===== config.mk =====
export PLATFORM = sky130hd
export DESIGN_NAME = char_lcd_nibble_sequencer_flat
export DESIGN_NICKNAME = d
export VERILOG_FILES = /design/src/design/lcdns_pkg.sv /design/src/design/lcdns_ifs.sv /design/src/design/char_lcd_nibble_sequencer.sv /design/src/design/lcdns_regs.sv /design/src/design/lcdns_front.sv /design/src/design/lcdns_queue.sv /design/src/design/lcdns_back.sv /design/src/flat_wrapper.sv
export SDC_FILE = /design/constraint.sdc
export NUM_CORES = 1
export LEC_CHECK = 0
export BUFFER_PORTS_ARGS = -buffer_cell sky130_fd_sc_hd__buf_4
export CAP_MARGIN = 20
export CELL_PAD_IN_SITES_DETAIL_PLACEMENT = 1
export CELL_PAD_IN_SITES_GLOBAL_PLACEMENT = 1
export CORE_MARGIN = 10
export CORE_UTILIZATION = 49
export DETAILED_ROUTE_END_ITERATION = 10
export GPL_ROUTABILITY_DRIVEN = 0
export PLACE_DENSITY_LB_ADDON = 0.08
export SLEW_MARGIN = 30
export SYNTH_ARGS = -nofsm -noshare
export SYNTH_HDL_FRONTEND = slang
export SYNTH_SLANG_ARGS = --single-unit

===== constraint.sdc =====
create_clock -name clk -period 12.7 [get_ports clk]
set_input_delay 1.27 -clock clk [delete_from_list [all_inputs] [get_ports clk]]
set_output_delay 1.27 -clock clk [all_outputs]
set_load 0.01 [all_outputs]

===== src/design/lcdns_pkg.sv =====
// Package of the character-LCD nibble sequencer: codes, job and config types.
// Used by every design module of the block; depends on nothing.
package lcdns_pkg;

  localparam int DEF_VISIBLE_COLUMNS = 8;
  localparam int QUEUE_DEPTH         = 2;
  localparam int CFG_ADDR_W          = 4;
  localparam int STEP_W              = 5;

  localparam logic [7:0]  RESET_FUNCTION_SET    = 8'h28;
  localparam logic [7:0]  RESET_DISPLAY_CONTROL = 8'h0C;
  localparam logic [7:0]  RESET_ENTRY_MODE      = 8'h06;

  localparam logic [3:0]  WAKE_NIBBLE     = 4'h3;
  localparam logic [7:0]  CLEAR_INSTR     = 8'h01;
  localparam logic [7:0]  LINE1_BASE      = 8'h80;
  localparam logic [7:0]  LINE2_BASE      = 8'hC0;
  localparam logic [7:0]  CGRAM_BASE      = 8'h40;
  localparam logic [1:0]  SECOND_LINE_ROW = 2'd2;
  localparam logic [12:0] WAKE_WAIT       = 13'd5000;
  localparam logic [12:0] CLEAR_INIT_WAIT = 13'd3000;
  localparam logic [12:0] CLEAR_ALL_WAIT  = 13'd1600;

  typedef enum logic [2:0] {
    OP_INIT  = 3'd0,
    OP_CMD   = 3'd1,
    OP_CHAR  = 3'd2,
    OP_PLACE = 3'd3,
    OP_CLEAR = 3'd4,
    OP_GLYPH = 3'd5
  } op_t;

  typedef enum logic [1:0] {
    REG_FUNCTION_SET    = 2'd0,
    REG_DISPLAY_CONTROL = 2'd1,
    REG_ENTRY_MODE      = 2'd2
  } reg_idx_t;

  typedef enum logic [2:0] {
    JOB_INIT,
    JOB_CMD,
    JOB_CHAR,
    JOB_PLACE,
    JOB_CLEAR,
    JOB_GLYPH
  } job_kind_t;

  typedef struct packed {
    logic [7:0] function_set_word;
    logic [7:0] display_control_word;
    logic [7:0] entry_mode_word;
  } cfg_t;

  // For an init job byte_a/byte_b/rows[7:0] hold the three power-up words.
  typedef struct packed {
    job_kind_t   kind;
    logic [7:0]  byte_a;
    logic [7:0]  byte_b;
    logic [63:0] rows;
    logic        initialized;
  } job_t;

endpackage


===== src/design/lcdns_ifs.sv =====
// Valid/ready channel interfaces of the LCD nibble sequencer: request and strobe.
// Depends on nothing but the field widths given here.
interface lcdns_in_if;
  logic        valid;
  logic        ready;
  logic [2:0]  op;
  logic [7:0]  data_byte;
  logic [1:0]  row;
  logic [3:0]  position;
  logic [63:0] glyph_rows;

  modport source (output valid, op, data_byte, row, position, glyph_rows, input ready);
  modport sink   (input valid, op, data_byte, row, position, glyph_rows, output ready);
endinterface

interface lcdns_out_if;
  logic        valid;
  logic        ready;
  logic [3:0]  nibble;
  logic        register_select;
  logic [12:0] wait_after_us;
  logic        last;
  logic        initialized;

  modport source (output valid, nibble, register_select, wait_after_us, last, initialized,
                  input ready);
  modport sink   (input valid, nibble, register_select, wait_after_us, last, initialized,
                  output ready);
endinterface


===== src/design/char_lcd_nibble_sequencer.sv =====
// A taken request is written into the job queue; its first strobe then goes into the
// output register. Throughput: one strobe per cycle unless the output stalls; each
// request gives 2 to 20 strobes (12 for power-up); a two-job queue keeps taking requests.
// Reset: synchronous, active low; sets the config words to 0x28, 0x0C and 0x06, clears the
// initialised flag, the queue and the output valid; there is no clearing pass.
module char_lcd_nibble_sequencer #(
  parameter int VISIBLE_COLUMNS = lcdns_pkg::DEF_VISIBLE_COLUMNS
) (
  input  logic                             clk,
  input  logic                             rst_n,
  lcdns_in_if.sink                         in_ch,
  lcdns_out_if.source                      out_ch,
  input  logic                             psel,
  input  logic                             penable,
  input  logic                             pwrite,
  input  logic [lcdns_pkg::CFG_ADDR_W-1:0] paddr,
  input  logic [31:0]                      pwdata,
  output logic [31:0]                      prdata,
  output logic                             pready
);
  import lcdns_pkg::*;

  // Register writes complete in the access cycle; there are no wait states.
  cfg_t cfg;
  job_t push_job, head_job;
  logic push, pop, q_full, q_empty;

  assign pready = 1'b1;

  lcdns_regs u_regs (
    .clk     (clk),
    .rst_n   (rst_n),
    .psel    (psel),
    .penable (penable),
    .pwrite  (pwrite),
    .paddr   (paddr),
    .pwdata  (pwdata),
    .prdata  (prdata),
    .cfg     (cfg)
  );

  // The front end classifies each request and snapshots the power-up words,
  // so later register writes never touch a job already queued.
  lcdns_front #(
    .VISIBLE_COLUMNS (VISIBLE_COLUMNS)
  ) u_front (
    .clk    (clk),
    .rst_n  (rst_n),
    .in_ch  (in_ch),
    .cfg    (cfg),
    .q_full (q_full),
    .push   (push),
    .job    (push_job)
  );

  lcdns_queue u_queue (
    .clk    (clk),
    .rst_n  (rst_n),
    .push   (push),
    .wr_job (push_job),
    .pop    (pop),
    .rd_job (head_job),
    .full   (q_full),
    .empty  (q_empty)
  );

  // The back end pops a job together with its final strobe, so a queued next job
  // can start in the cycle after, unless the output stalls.
  lcdns_back u_back (
    .clk       (clk),
    .rst_n     (rst_n),
    .job       (head_job),
    .job_valid (!q_empty),
    .pop       (pop),
    .out_ch    (out_ch)
  );

endmodule


===== src/design/lcdns_regs.sv =====
// APB-style register file holding the three power-up instruction words.
// Depends on lcdns_pkg.
module lcdns_regs (
  input  logic                             clk,
  input  logic                             rst_n,
  input  logic                             psel,
  input  logic                             penable,
  input  logic                             pwrite,
  input  logic [lcdns_pkg::CFG_ADDR_W-1:0] paddr,
  input  logic [31:0]                      pwdata,
  output logic [31:0]                      prdata,
  output lcdns_pkg::cfg_t                  cfg
);
  import lcdns_pkg::*;

  cfg_t     cfg_r;
  reg_idx_t idx;
  logic     wr_en;

  assign idx   = reg_idx_t'(paddr[3:2]);
  assign wr_en = psel && penable && pwrite;
  assign cfg   = cfg_r;

  always_ff @(posedge clk) begin
    if (!rst_n) begin
      cfg_r.function_set_word    <= RESET_FUNCTION_SET;
      cfg_r.display_control_word <= RESET_DISPLAY_CONTROL;
      cfg_r.entry_mode_word      <= RESET_ENTRY_MODE;
    end else if (wr_en) begin
      unique case (idx)
        REG_FUNCTION_SET:    cfg_r.function_set_word    <= pwdata[7:0];
        REG_DISPLAY_CONTROL: cfg_r.display_control_word <= pwdata[7:0];
        REG_ENTRY_MODE:      cfg_r.entry_mode_word      <= pwdata[7:0];
        default: ;
      endcase
    end
  end

  always_comb begin
    unique case (idx)
      REG_FUNCTION_SET:    prdata = {24'd0, cfg_r.function_set_word};
      REG_DISPLAY_CONTROL: prdata = {24'd0, cfg_r.display_control_word};
      REG_ENTRY_MODE:      prdata = {24'd0, cfg_r.entry_mode_word};
      default:             prdata = 32'd0;
    endcase
  end

endmodule


===== src/design/lcdns_front.sv =====
// Front end: accepts requests, drops those that give no strobes and turns the
// rest into jobs for the queue. Depends on lcdns_pkg and lcdns_in_if.
module lcdns_front #(
  parameter int VISIBLE_COLUMNS = lcdns_pkg::DEF_VISIBLE_COLUMNS
) (
  input  logic            clk,
  input  logic            rst_n,
  lcdns_in_if.sink        in_ch,
  input  lcdns_pkg::cfg_t cfg,
  input  logic            q_full,
  output logic            push,
  output lcdns_pkg::job_t job
);
  import lcdns_pkg::*;

  logic       init_done_r;
  logic       keep;
  logic       accept;
  logic [7:0] line_base;
  op_t        op;

  assign op        = op_t'(in_ch.op);
  assign in_ch.ready = !q_full;
  assign accept    = in_ch.valid && !q_full;
  assign push      = accept && keep;
  assign line_base = (in_ch.row == SECOND_LINE_ROW) ? LINE2_BASE : LINE1_BASE;

  always_comb begin
    job             = '0;
    job.rows        = in_ch.glyph_rows;
    job.byte_a      = in_ch.data_byte;
    job.initialized = init_done_r;
    keep            = 1'b0;
    unique case (op)
      OP_INIT: begin
        keep            = 1'b1;
        job.kind        = JOB_INIT;
        job.byte_a      = cfg.function_set_word;
        job.byte_b      = cfg.display_control_word;
        job.rows        = {56'd0, cfg.entry_mode_word};
        job.initialized = 1'b1;
      end
      OP_CMD: begin
        keep     = 1'b1;
        job.kind = JOB_CMD;
      end
      OP_CHAR: begin
        keep     = 1'b1;
        job.kind = JOB_CHAR;
      end
      OP_PLACE: begin
        keep       = int'(in_ch.position) < VISIBLE_COLUMNS;
        job.kind   = JOB_PLACE;
        job.byte_a = line_base + {4'd0, in_ch.position};
        job.byte_b = in_ch.data_byte;
      end
      OP_CLEAR: begin
        keep     = 1'b1;
        job.kind = JOB_CLEAR;
      end
      OP_GLYPH: begin
        keep       = !in_ch.position[3];
        job.kind   = JOB_GLYPH;
        job.byte_a = CGRAM_BASE | {2'd0, in_ch.position[2:0], 3'd0};
      end
      default: keep = 1'b0;
    endcase
  end

  always_ff @(posedge clk) begin
    if (!rst_n) begin
      init_done_r <= 1'b0;
    end else if (accept && op == OP_INIT) begin
      init_done_r <= 1'b1;
    end
  end

endmodule


===== src/design/lcdns_queue.sv =====
// Short job queue between the front end and the strobe sequencer.
// Depends on lcdns_pkg.
module lcdns_queue (
  input  logic            clk,
  input  logic            rst_n,
  input  logic            push,
  input  lcdns_pkg::job_t wr_job,
  input  logic            pop,
  output lcdns_pkg::job_t rd_job,
  output logic            full,
  output logic            empty
);
  import lcdns_pkg::*;

  localparam int AW = $clog2(QUEUE_DEPTH);

  job_t          mem_r [QUEUE_DEPTH];
  logic [AW-1:0] wr_ptr_r, rd_ptr_r;
  logic [AW:0]   count_r, count_nxt;

  assign full   = count_r == (AW + 1)'(QUEUE_DEPTH);
  assign empty  = count_r == '0;
  assign rd_job = mem_r[rd_ptr_r];

  always_comb begin
    count_nxt = count_r;
    if (push && !pop) begin
      count_nxt = count_r + 1'b1;
    end else if (pop && !push) begin
      count_nxt = count_r - 1'b1;
    end
  end

  always_ff @(posedge clk) begin
    if (!rst_n) begin
      wr_ptr_r <= '0;
      rd_ptr_r <= '0;
      count_r  <= '0;
    end else begin
      count_r <= count_nxt;
      if (push) begin
        wr_ptr_r <= wr_ptr_r + 1'b1;
      end
      if (pop) begin
        rd_ptr_r <= rd_ptr_r + 1'b1;
      end
    end
  end

  always_ff @(posedge clk) begin
    if (push) begin
      mem_r[wr_ptr_r] <= wr_job;
    end
  end

endmodule


===== src/design/lcdns_back.sv =====
// Back end: walks the head job one strobe per cycle, when the output is not
// stalled, into the output register. Depends on lcdns_pkg and lcdns_out_if.
module lcdns_back (
  input  logic            clk,
  input  logic            rst_n,
  input  lcdns_pkg::job_t job,
  input  logic            job_valid,
  output logic            pop,
  lcdns_out_if.source     out_ch
);
  import lcdns_pkg::*;

  typedef struct packed {
    logic [3:0]  nibble;
    logic        rs;
    logic [12:0] wait_us;
    logic        last;
  } strobe_t;

  logic [STEP_W-1:0] step_r, step_nxt, init_idx;
  logic [3:0]        byte_idx;
  logic [2:0]        row_idx;
  logic              lo;
  logic [7:0]        cur_byte;
  logic              load;
  strobe_t           s;
  logic              out_valid_r;
  strobe_t           out_r;
  logic              init_flag_r;

  assign lo       = step_r[0];
  assign byte_idx = step_r[STEP_W-1:1];
  assign row_idx  = 3'(byte_idx - 4'd1);
  assign init_idx = step_r - STEP_W'(4);

  always_comb begin
    cur_byte  = job.byte_a;
    s.rs      = 1'b0;
    s.wait_us = '0;
    s.last    = lo;
    unique case (job.kind)
      JOB_INIT: begin
        // Byte order after the wake nibbles: function set, display control,
        // clear, entry mode.
        unique case (init_idx[2:1])
          2'd0:    cur_byte = job.byte_a;
          2'd1:    cur_byte = job.byte_b;
          2'd2:    cur_byte = CLEAR_INSTR;
          default: cur_byte = job.rows[7:0];
        endcase
        s.last = step_r == STEP_W'(11);
        if (init_idx == STEP_W'(5)) begin
          s.wait_us = CLEAR_INIT_WAIT;
        end
      end
      JOB_CMD: cur_byte = job.byte_a;
      JOB_CHAR: begin
        cur_byte = job.byte_a;
        s.rs     = 1'b1;
      end
      JOB_PLACE: begin
        cur_byte = byte_idx[0] ? job.byte_b : job.byte_a;
        s.rs     = byte_idx[0];
        s.last   = step_r == STEP_W'(3);
      end
      JOB_CLEAR: begin
        cur_byte  = CLEAR_INSTR;
        s.wait_us = lo ? CLEAR_ALL_WAIT : 13'd0;
      end
      JOB_GLYPH: begin
        s.last = step_r == STEP_W'(19);
        if (byte_idx == 4'd0) begin
          cur_byte = job.byte_a;
        end else if (byte_idx == 4'd9) begin
          cur_byte = LINE1_BASE;
        end else begin
          cur_byte = job.rows[{row_idx, 3'd0} +: 8];
          s.rs     = 1'b1;
        end
      end
      default: ;
    endcase

    // Bytes leave upper nibble first; init opens with three wake nibbles and
    // a lone upper nibble of the function set word.
    if (job.kind == JOB_INIT && step_r < STEP_W'(3)) begin
      s.nibble  = WAKE_NIBBLE;
      s.wait_us = WAKE_WAIT;
    end else if (job.kind == JOB_INIT && step_r == STEP_W'(3)) begin
      s.nibble = job.byte_a[7:4];
    end else if (job.kind == JOB_INIT) begin
      s.nibble = init_idx[0] ? cur_byte[3:0] : cur_byte[7:4];
    end else begin
      s.nibble = lo ? cur_byte[3:0] : cur_byte[7:4];
    end
  end

  assign load     = job_valid && (!out_valid_r || out_ch.ready);
  assign pop      = load && s.last;
  assign step_nxt = s.last ? '0 : step_r + 1'b1;

  always_ff @(posedge clk) begin
    if (!rst_n) begin
      out_valid_r <= 1'b0;
      step_r      <= '0;
    end else if (load) begin
      out_valid_r <= 1'b1;
      step_r      <= step_nxt;
    end else if (out_ch.ready) begin
      out_valid_r <= 1'b0;
    end
  end

  always_ff @(posedge clk) begin
    if (load) begin
      out_r       <= s;
      init_flag_r <= job.initialized;
    end
  end

  assign out_ch.valid           = out_valid_r;
  assign out_ch.nibble          = out_r.nibble;
  assign out_ch.register_select = out_r.rs;
  assign out_ch.wait_after_us   = out_r.wait_us;
  assign out_ch.last            = out_r.last;
  assign out_ch.initialized     = init_flag_r;

endmodule


===== src/flat_wrapper.sv =====
// flat-port wrapper written by rule: the top's interface ports become plain ports
module char_lcd_nibble_sequencer_flat import lcdns_pkg::*;
#(
  parameter int VISIBLE_COLUMNS = lcdns_pkg::DEF_VISIBLE_COLUMNS
)
  (clk, rst_n, psel, penable, pwrite, paddr, pwdata, prdata, pready, in_ch_valid, in_ch_op, in_ch_data_byte, in_ch_row, in_ch_position, in_ch_glyph_rows, in_ch_ready, out_ch_valid, out_ch_nibble, out_ch_register_select, out_ch_wait_after_us, out_ch_last, out_ch_initialized, out_ch_ready);
  lcdns_in_if in_ch_i ();
  lcdns_out_if out_ch_i ();
  input  logic clk;
  input  logic rst_n;
  input  logic psel;
  input  logic penable;
  input  logic pwrite;
  input  logic [lcdns_pkg::CFG_ADDR_W-1:0] paddr;
  input  logic [31:0] pwdata;
  output logic [31:0] prdata;
  output logic pready;
  input wire logic [$bits(in_ch_i.valid)-1:0] in_ch_valid;
  input wire logic [$bits(in_ch_i.op)-1:0] in_ch_op;
  input wire logic [$bits(in_ch_i.data_byte)-1:0] in_ch_data_byte;
  input wire logic [$bits(in_ch_i.row)-1:0] in_ch_row;
  input wire logic [$bits(in_ch_i.position)-1:0] in_ch_position;
  input wire logic [$bits(in_ch_i.glyph_rows)-1:0] in_ch_glyph_rows;
  output wire logic [$bits(in_ch_i.ready)-1:0] in_ch_ready;
  output wire logic [$bits(out_ch_i.valid)-1:0] out_ch_valid;
  output wire logic [$bits(out_ch_i.nibble)-1:0] out_ch_nibble;
  output wire logic [$bits(out_ch_i.register_select)-1:0] out_ch_register_select;
  output wire logic [$bits(out_ch_i.wait_after_us)-1:0] out_ch_wait_after_us;
  output wire logic [$bits(out_ch_i.last)-1:0] out_ch_last;
  output wire logic [$bits(out_ch_i.initialized)-1:0] out_ch_initialized;
  input wire logic [$bits(out_ch_i.ready)-1:0] out_ch_ready;
  assign in_ch_i.valid = in_ch_valid;
  assign in_ch_i.op = in_ch_op;
  assign in_ch_i.data_byte = in_ch_data_byte;
  assign in_ch_i.row = in_ch_row;
  assign in_ch_i.position = in_ch_position;
  assign in_ch_i.glyph_rows = in_ch_glyph_rows;
  assign in_ch_ready = in_ch_i.ready;
  assign out_ch_valid = out_ch_i.valid;
  assign out_ch_nibble = out_ch_i.nibble;
  assign out_ch_register_select = out_ch_i.register_select;
  assign out_ch_wait_after_us = out_ch_i.wait_after_us;
  assign out_ch_last = out_ch_i.last;
  assign out_ch_initialized = out_ch_i.initialized;
  assign out_ch_i.ready = out_ch_ready;
  char_lcd_nibble_sequencer #(.VISIBLE_COLUMNS(VISIBLE_COLUMNS)) u_core (.clk(clk), .rst_n(rst_n), .in_ch(in_ch_i), .out_ch(out_ch_i), .psel(psel), .penable(penable), .pwrite(pwrite), .paddr(paddr), .pwdata(pwdata), .prdata(prdata), .pready(pready));
endmodule

# Yosys cells after proc, flatten, opt, wreduce, memory -nomap -nowiden
# Memories as Yosys holds them, arrays and structs flattened. A register that Yosys moved wholly into a read port is not among the register bits.
# Index checks and enable logic that the tools add are counted.
# classes
addsub	8
magnitude_cmp	2
eq_ne	20
shifts	1
mux	32
n_reduce_logical	30
# op_table
op	n
one-hot mux 8 bit (3 select lines)	3
2-to-1 mux 65 bit	1
variable part select 64 x 7 -> 8 bit	1
one-hot mux 8 bit (4 select lines)	1
one-hot mux 13 bit (2 select lines)	1
2-to-1 mux 8 bit	3
2-to-1 mux 4 bit	4
one-hot mux 8 bit (2 select lines)	1
one-hot mux 3 bit (5 select lines)	1
== test 3 x 2 -> 1 bit (second input constant)	4
== test 3 bit (second input constant)	4
2-to-1 mux 12 bit	1
logical AND 1 bit	11
2-to-1 mux 11 bit	1
one-hot mux 1 bit (3 select lines)	3
adder 8 x 4 -> 8 bit	1
== test 2 bit (second input constant)	4
2-to-1 mux 1 bit	8
2-to-1 mux 7 bit	1
logical NOT 1 bit	6
logical NOT 2 bit	3
logical NOT 3 bit	2
AND reduction 2 bit	3
adder 5 x 1 -> 5 bit (second input constant)	1
other kinds (20)	24
# word_totals
regBits	55
mem_bits_rw	168
inputBits	124
out_inout_bits	55
wordCells	108
n_memories	1
# mem_list
memory	words	word_bits	rd	rd_clocked_by_memory_dff	wr	line_no	rtl
u_core.u_queue.mem_r	2	84	1	1	1	lcdns_queue.sv:17	job_t mem_r [QUEUE_DEPTH];

# Logic depth before layout (Yosys ltp)
# logic_depth
word_depth	8
depth_mapped	12
depth_no_buf	10

# Modules after synthesis
# Synthesis repeated with hierarchy kept, for this count alone.
# unflattened
cells_unflattened	810
hier_area_um2	10849.2
# modules_own_cells
mod	n_inst	cells_each	area_per_inst_um2	seq_area_each_um2
lcdns_queue	1	283	6298.5	5144.9
lcdns_back	1	214	2138.3	480.5
lcdns_regs	1	152	1332.5	480.5
lcdns_front	1	158	1064.8	20.0
char_lcd_nibble_sequencer	1	3	15.0	0.0

# Least setup slack after synthesis
# Ideal clock, no wire load.
# synth_timing
path_kind	input port to flip-flop
from	in in_ch_op[2]
to	mem u_core.u_queue.mem_r[0][0] (netlist name) (enable)
setup_time_ps	529
arrival_time_ps	5194
t_required_ps	12171
setup_slack_ps	6977
stages	4
path_buffers	0
cell_sequence	clkinv_1 > maj3_1 > nand3_1 > nor2_1
# synth_via
elab_chain_len	6
elab_cells_between_ends	11
cone_classes	eq/ne (5); mux (3); reduce/logical (3)
# synth_lines
item	line_no	rtl
start: declaration	flat_wrapper.sv:19	input wire logic [$bits(in_ch_i.op)-1:0] in_ch_op;
== test 3 bit, or another cell as far along	lcdns_front.sv:34	unique case (op)
OR reduction 4 bit (no source line)	-	
one-hot mux 1 bit (3 select lines) (*)	lcdns_front.sv:34	
logical AND 1 bit (*)	lcdns_front.sv:25	assign push = accept && keep;
2-to-1 mux 1 bit (*)	lcdns_queue.sv:51	if (push) begin
2-to-1 mux 1 bit (not written as such) (*)	lcdns_queue.sv:52	mem_r[wr_ptr_r] <= wr_job;
end: declaration	lcdns_queue.sv:17	
# Every way passes the cells marked *; elsewhere a longest branch is shown, timed or not.

# Worst setup path in the final report
# layout_timing
from	reg u_core.u_back.step_r[1]
to	reg u_core.u_back.out_r, in the netlist u_core.u_back.out_ch.nibble[1] (data pin)
# layout_via
elab_chain_len	8
elab_cells_between_ends	21
cone_classes	add/sub (2); order compare (1); eq/ne (4); shift (1); mux (9); reduce/logical (4)
# layout_lines
item	line_no	rtl
start: declaration	lcdns_back.sv:20	logic [STEP_W-1:0] step_r, step_nxt, init_idx;
start signal: assignment	lcdns_back.sv:108	step_r <= step_nxt;
subtractor 3 x 1 -> 3 bit	lcdns_back.sv:33	assign row_idx = 3'(byte_idx - 4'd1);
variable part select 64 x 7 -> 8 bit	lcdns_back.sv:77	cur_byte = job.rows[{row_idx, 3'd0} +: 8];
2-to-1 mux 8 bit	lcdns_back.sv:74	end else if (byte_idx == 4'd9) begin
2-to-1 mux 8 bit	lcdns_back.sv:72	if (byte_idx == 4'd0) begin
one-hot mux 8 bit (4 select lines)	lcdns_back.sv:41	unique case (job.kind)
2-to-1 mux 4 bit (on tied branches)	lcdns_back.sv:94, lcdns_back.sv:92	
2-to-1 mux 4 bit	lcdns_back.sv:91	end else if (job.kind == JOB_INIT) begin
2-to-1 mux 4 bit	lcdns_back.sv:89	end else if (job.kind == JOB_INIT && step_r == STEP_W'(3)) begin
end signal: assignment	lcdns_back.sv:116	out_r <= s;
end: declaration	lcdns_back.sv:28	strobe_t out_r;
# Parallel ways exist; a longest one is shown, timed or not.
# A chain may end at the register's enable or synchronous reset.

==> impl_metrics.toml <==
[status]
status = "finished, final reports clean"

[global_routing]
grt-ovfl-total = 0
antenna_found_initial = 0
grt_max_degree = 77
grt_pass1_wl_um = 42300
grt_pass1_vias = 7472
grt_usage_pct = 18.79

[critical_path]
crit_path_start = "u_core.u_back.step_r[1]"
critPathKind = "register to register"
cp_data_required_time_ns = 12.96
cp_max_fo = 28
r2r_start = "u_core.u_back.step_r[1]"
endpoint_kind = "register"
arrival_ns = 4.14
cp-start-kind = "register"

[clock_tree]
cts.path.max_buffers = 3
clkLatencyLatePin_ns = 0.52
postCtsHoldBufs = 0
cts-root-buf = "clkbuf_16"
cts_sinks = 216
postCtsSetupBuffers = 0
htreeDepth = 1
cts.clk_slew.worst_paths_ns = 0.06
cts_tree = "built"
post_cts_resize_count = 0
cts_buffers = 24

[sta]
timing.hold.ws_ns = 0.5039
setup_viol = 0
finalMaxSlewViolations = 0
setup-tns-final_ns = 0
layout_min_cycle_time_ns = 3.877
finalHoldViolCount = 0
clock.fmax_ghz = 0.2579
rsz0062_at_grt = "no"
fin_skew_ns = 0.01324
finalCritPeriodShare_pct = 30.53
slew_headroom_pct = 43.29
tightest_slew_ns = 0.8460
setup_slack_ns = 8.823

[die]
placeableCoreArea_um2 = 21020
dieWidth_um = 166.4
dieArea_um2 = 27680
row_count = 53
chipHeight_um = 166.4
boundaryPins = 179
initial_core_util_pct = 49.95

[final_layout]
fillerInstances = 2115
diodes = 0
area_delta_synth_final_pct = 16.36
fin_nets = 1038
fin_area_um2 = 12220
final_cells = 1198
final_util_pct = 58.12
drive_gt1_share_pct = 25.46

[detailed_routing]
drcViolationCount = 0
vias = 6833
drt-met1-wl_um = 11780
dr_wl_met3_um = 1627
routedWlPerCell_um = 22.58
dr.pass1.iters = 5
wl_met2_um = 13240
drt-initial-drc-count = 455
route.top_layer_used = "met4"
routed_wl_um = 27050
antenna_left = 0
via_per_inst = 5.704

[place]
portBuffers = 124
placed_cells = 1154
dp_hpwl_um = 19320
dpl_worst_slack_ns = 8.828
dpl-instance-area_um2 = 11500

[pwr]
total_power_mw = 1.815
pwr-share-seq_pct = 47.6
p_switching_uw = 483.6
peakVddDrop_mv = 0.1220
p_int_mw = 1.332
pwr-share-comb_pct = 17.7
p_sw_share_pct = 26.64
static-leakage-power_nw = 4.324
clkPwrFrac_pct = 34.7
cellPowerDensity_nw_per_um2 = 148.6

[logic_synthesis]
syn_area_um2 = 10500
yosysTopAreaCell = "edfxtp_1"
synth_ff_type = "edfxtp_1"
ys_warn_count = 0
seq_area_frac_synth_pct = 58.34
synth_area_leaders = "edfxtp_1 (51%), dfxtp_1 (6.9%), mux4_2 (6.6%), nor2b_1 (4.6%), mux2i_1 (4.2%)"
synthArstFlopShare_pct = 0
synth_seq_cells = 216
synthTopCellsByCount = "edfxtp_1 (180), nor2b_1 (78), nor2_1 (53)"
syn_area_per_cell_um2 = 13.17
postSynthCellCount = 797
synth.top_cell.area_share_pct = 51.48
synth_edf_count = 180
synth_cell_types = 69
yosysMostFrequentCell = "edfxtp_1"

[run]
drv_cap = 0

[hold_path]
hp-class = "register to register"
worstHoldStart = "u_core.u_front.init_done_r"
[logic make-up (layout without fill, tap and decap cells)]
logic type	count (synthesis)	after routing	share of synthesized area (%)
simple gates	238	238	11.87
flops	216	216	58.34
compound gates	127	127	8.401
mux	109	109	14.94
buf+inv	91	191	4.874
fa+ha+maj	10	10	1.168
xor+xnor	4	4	0.3337
other cells	2	28	0.07152
[cells in the final DEF (no fill, tap or decap), types with 4 or more instances in the layout]
cell type	n
edfxtp_1	180
buf_4	131
nor2b_1	78
nor2_1	51
nand2_1	45
mux2i_1	44
dfxtp_1	35
mux4_2	31
conb_1	28
mux2_2	27
clkbuf_16	24
o21ai_0	23
nand3_1	19
a21oi_1	17
a211oi_1	13
a22oi_1	12
inv_1	11
ha_1	9
clkinv_1	8
a21boi_0	8
clkbuf_1	8
and2_1	7
a221oi_1	7
o22ai_1	6
nand2b_1	5
a21boi_1	5
nor3_1	5
or2_2	4
or3_1	4
a31oi_1	4
clkinv_2	4
[routing by layer]
layer	vias to the layer above	track usage (%)
met4	0	4.047
met5	-	0
met1	3437	24.73
li1	3166	-
met2	194	31.32
met3	36	3.952
[state kept, by name (all words and copies together) (netlist names), named ones only]
name / flops
u_core.u_back.out_ch.nibble: 4
u_core.u_back.step_r: 5
u_core.u_regs.cfg: 24
u_core.u_queue.wr_ptr_r: 1
u_core.u_back.out_ch.valid: 1
u_core.u_queue.mem_r: 168
u_core.u_queue.rd_ptr_r: 1
u_core.u_back.out_ch.last: 1
u_core.u_front.init_done_r: 1
u_core.u_back.out_ch.wait_after_us: 5
u_core.u_back.out_ch.register_select: 1
u_core.u_back.out_ch.initialized: 1
u_core.u_queue.count_r: 2
[critical path: stages (launching register included)]
cell and delay [ns]:
dfxtp_1 0.32, buf_4 0.36, clkinv_1 0.12, buf_4 0.24, ha_1 0.75, buf_4 0.37, mux4_2 0.34, mux4_2 0.53
nand2_1 0.11, nand3_1 0.07, a221o_1 0.37
[power by group through the flow]
stage / registers [mW] / clock network (mW) / logic (mW)
after global placement: 0.874 / 0 / 0.310
after floorplan: 0.876 / 0 / 0.211
after CTS: 0.865 / 0.641 / 0.322
after global routing: 0.870 / 0.675 / 0.349
after detailed placement: 0.880 / 0 / 0.320
final: 0.864 / 0.630 / 0.321
[layout make-up]
cell class / count / area (µm²) / share of cell area [%]
inverter: 14 / 52.55 / 0.4301
timing repair buffer: 133 / 1006 / 8.233
multi-input combinational: 516 / 3978 / 32.55
tap: 275 / 344.1 / 2.816
sequential: 216 / 6130 / 50.17
clock inverter: 11 / 63.81 / 0.5223
clock buffer: 33 / 644.4 / 5.274
[worst paths after layout]
path                                    end  slack, ns  depth (start not counted)
min              u_core.u_front.init_done_r       0.50                          2
min reg2reg      u_core.u_front.init_done_r       0.50                          2
max reg2reg  u_core.u_back.out_ch.nibble[1]       8.82                         10
max          u_core.u_back.out_ch.nibble[1]       8.82                         10
Power figures use the tool's default switching activity.
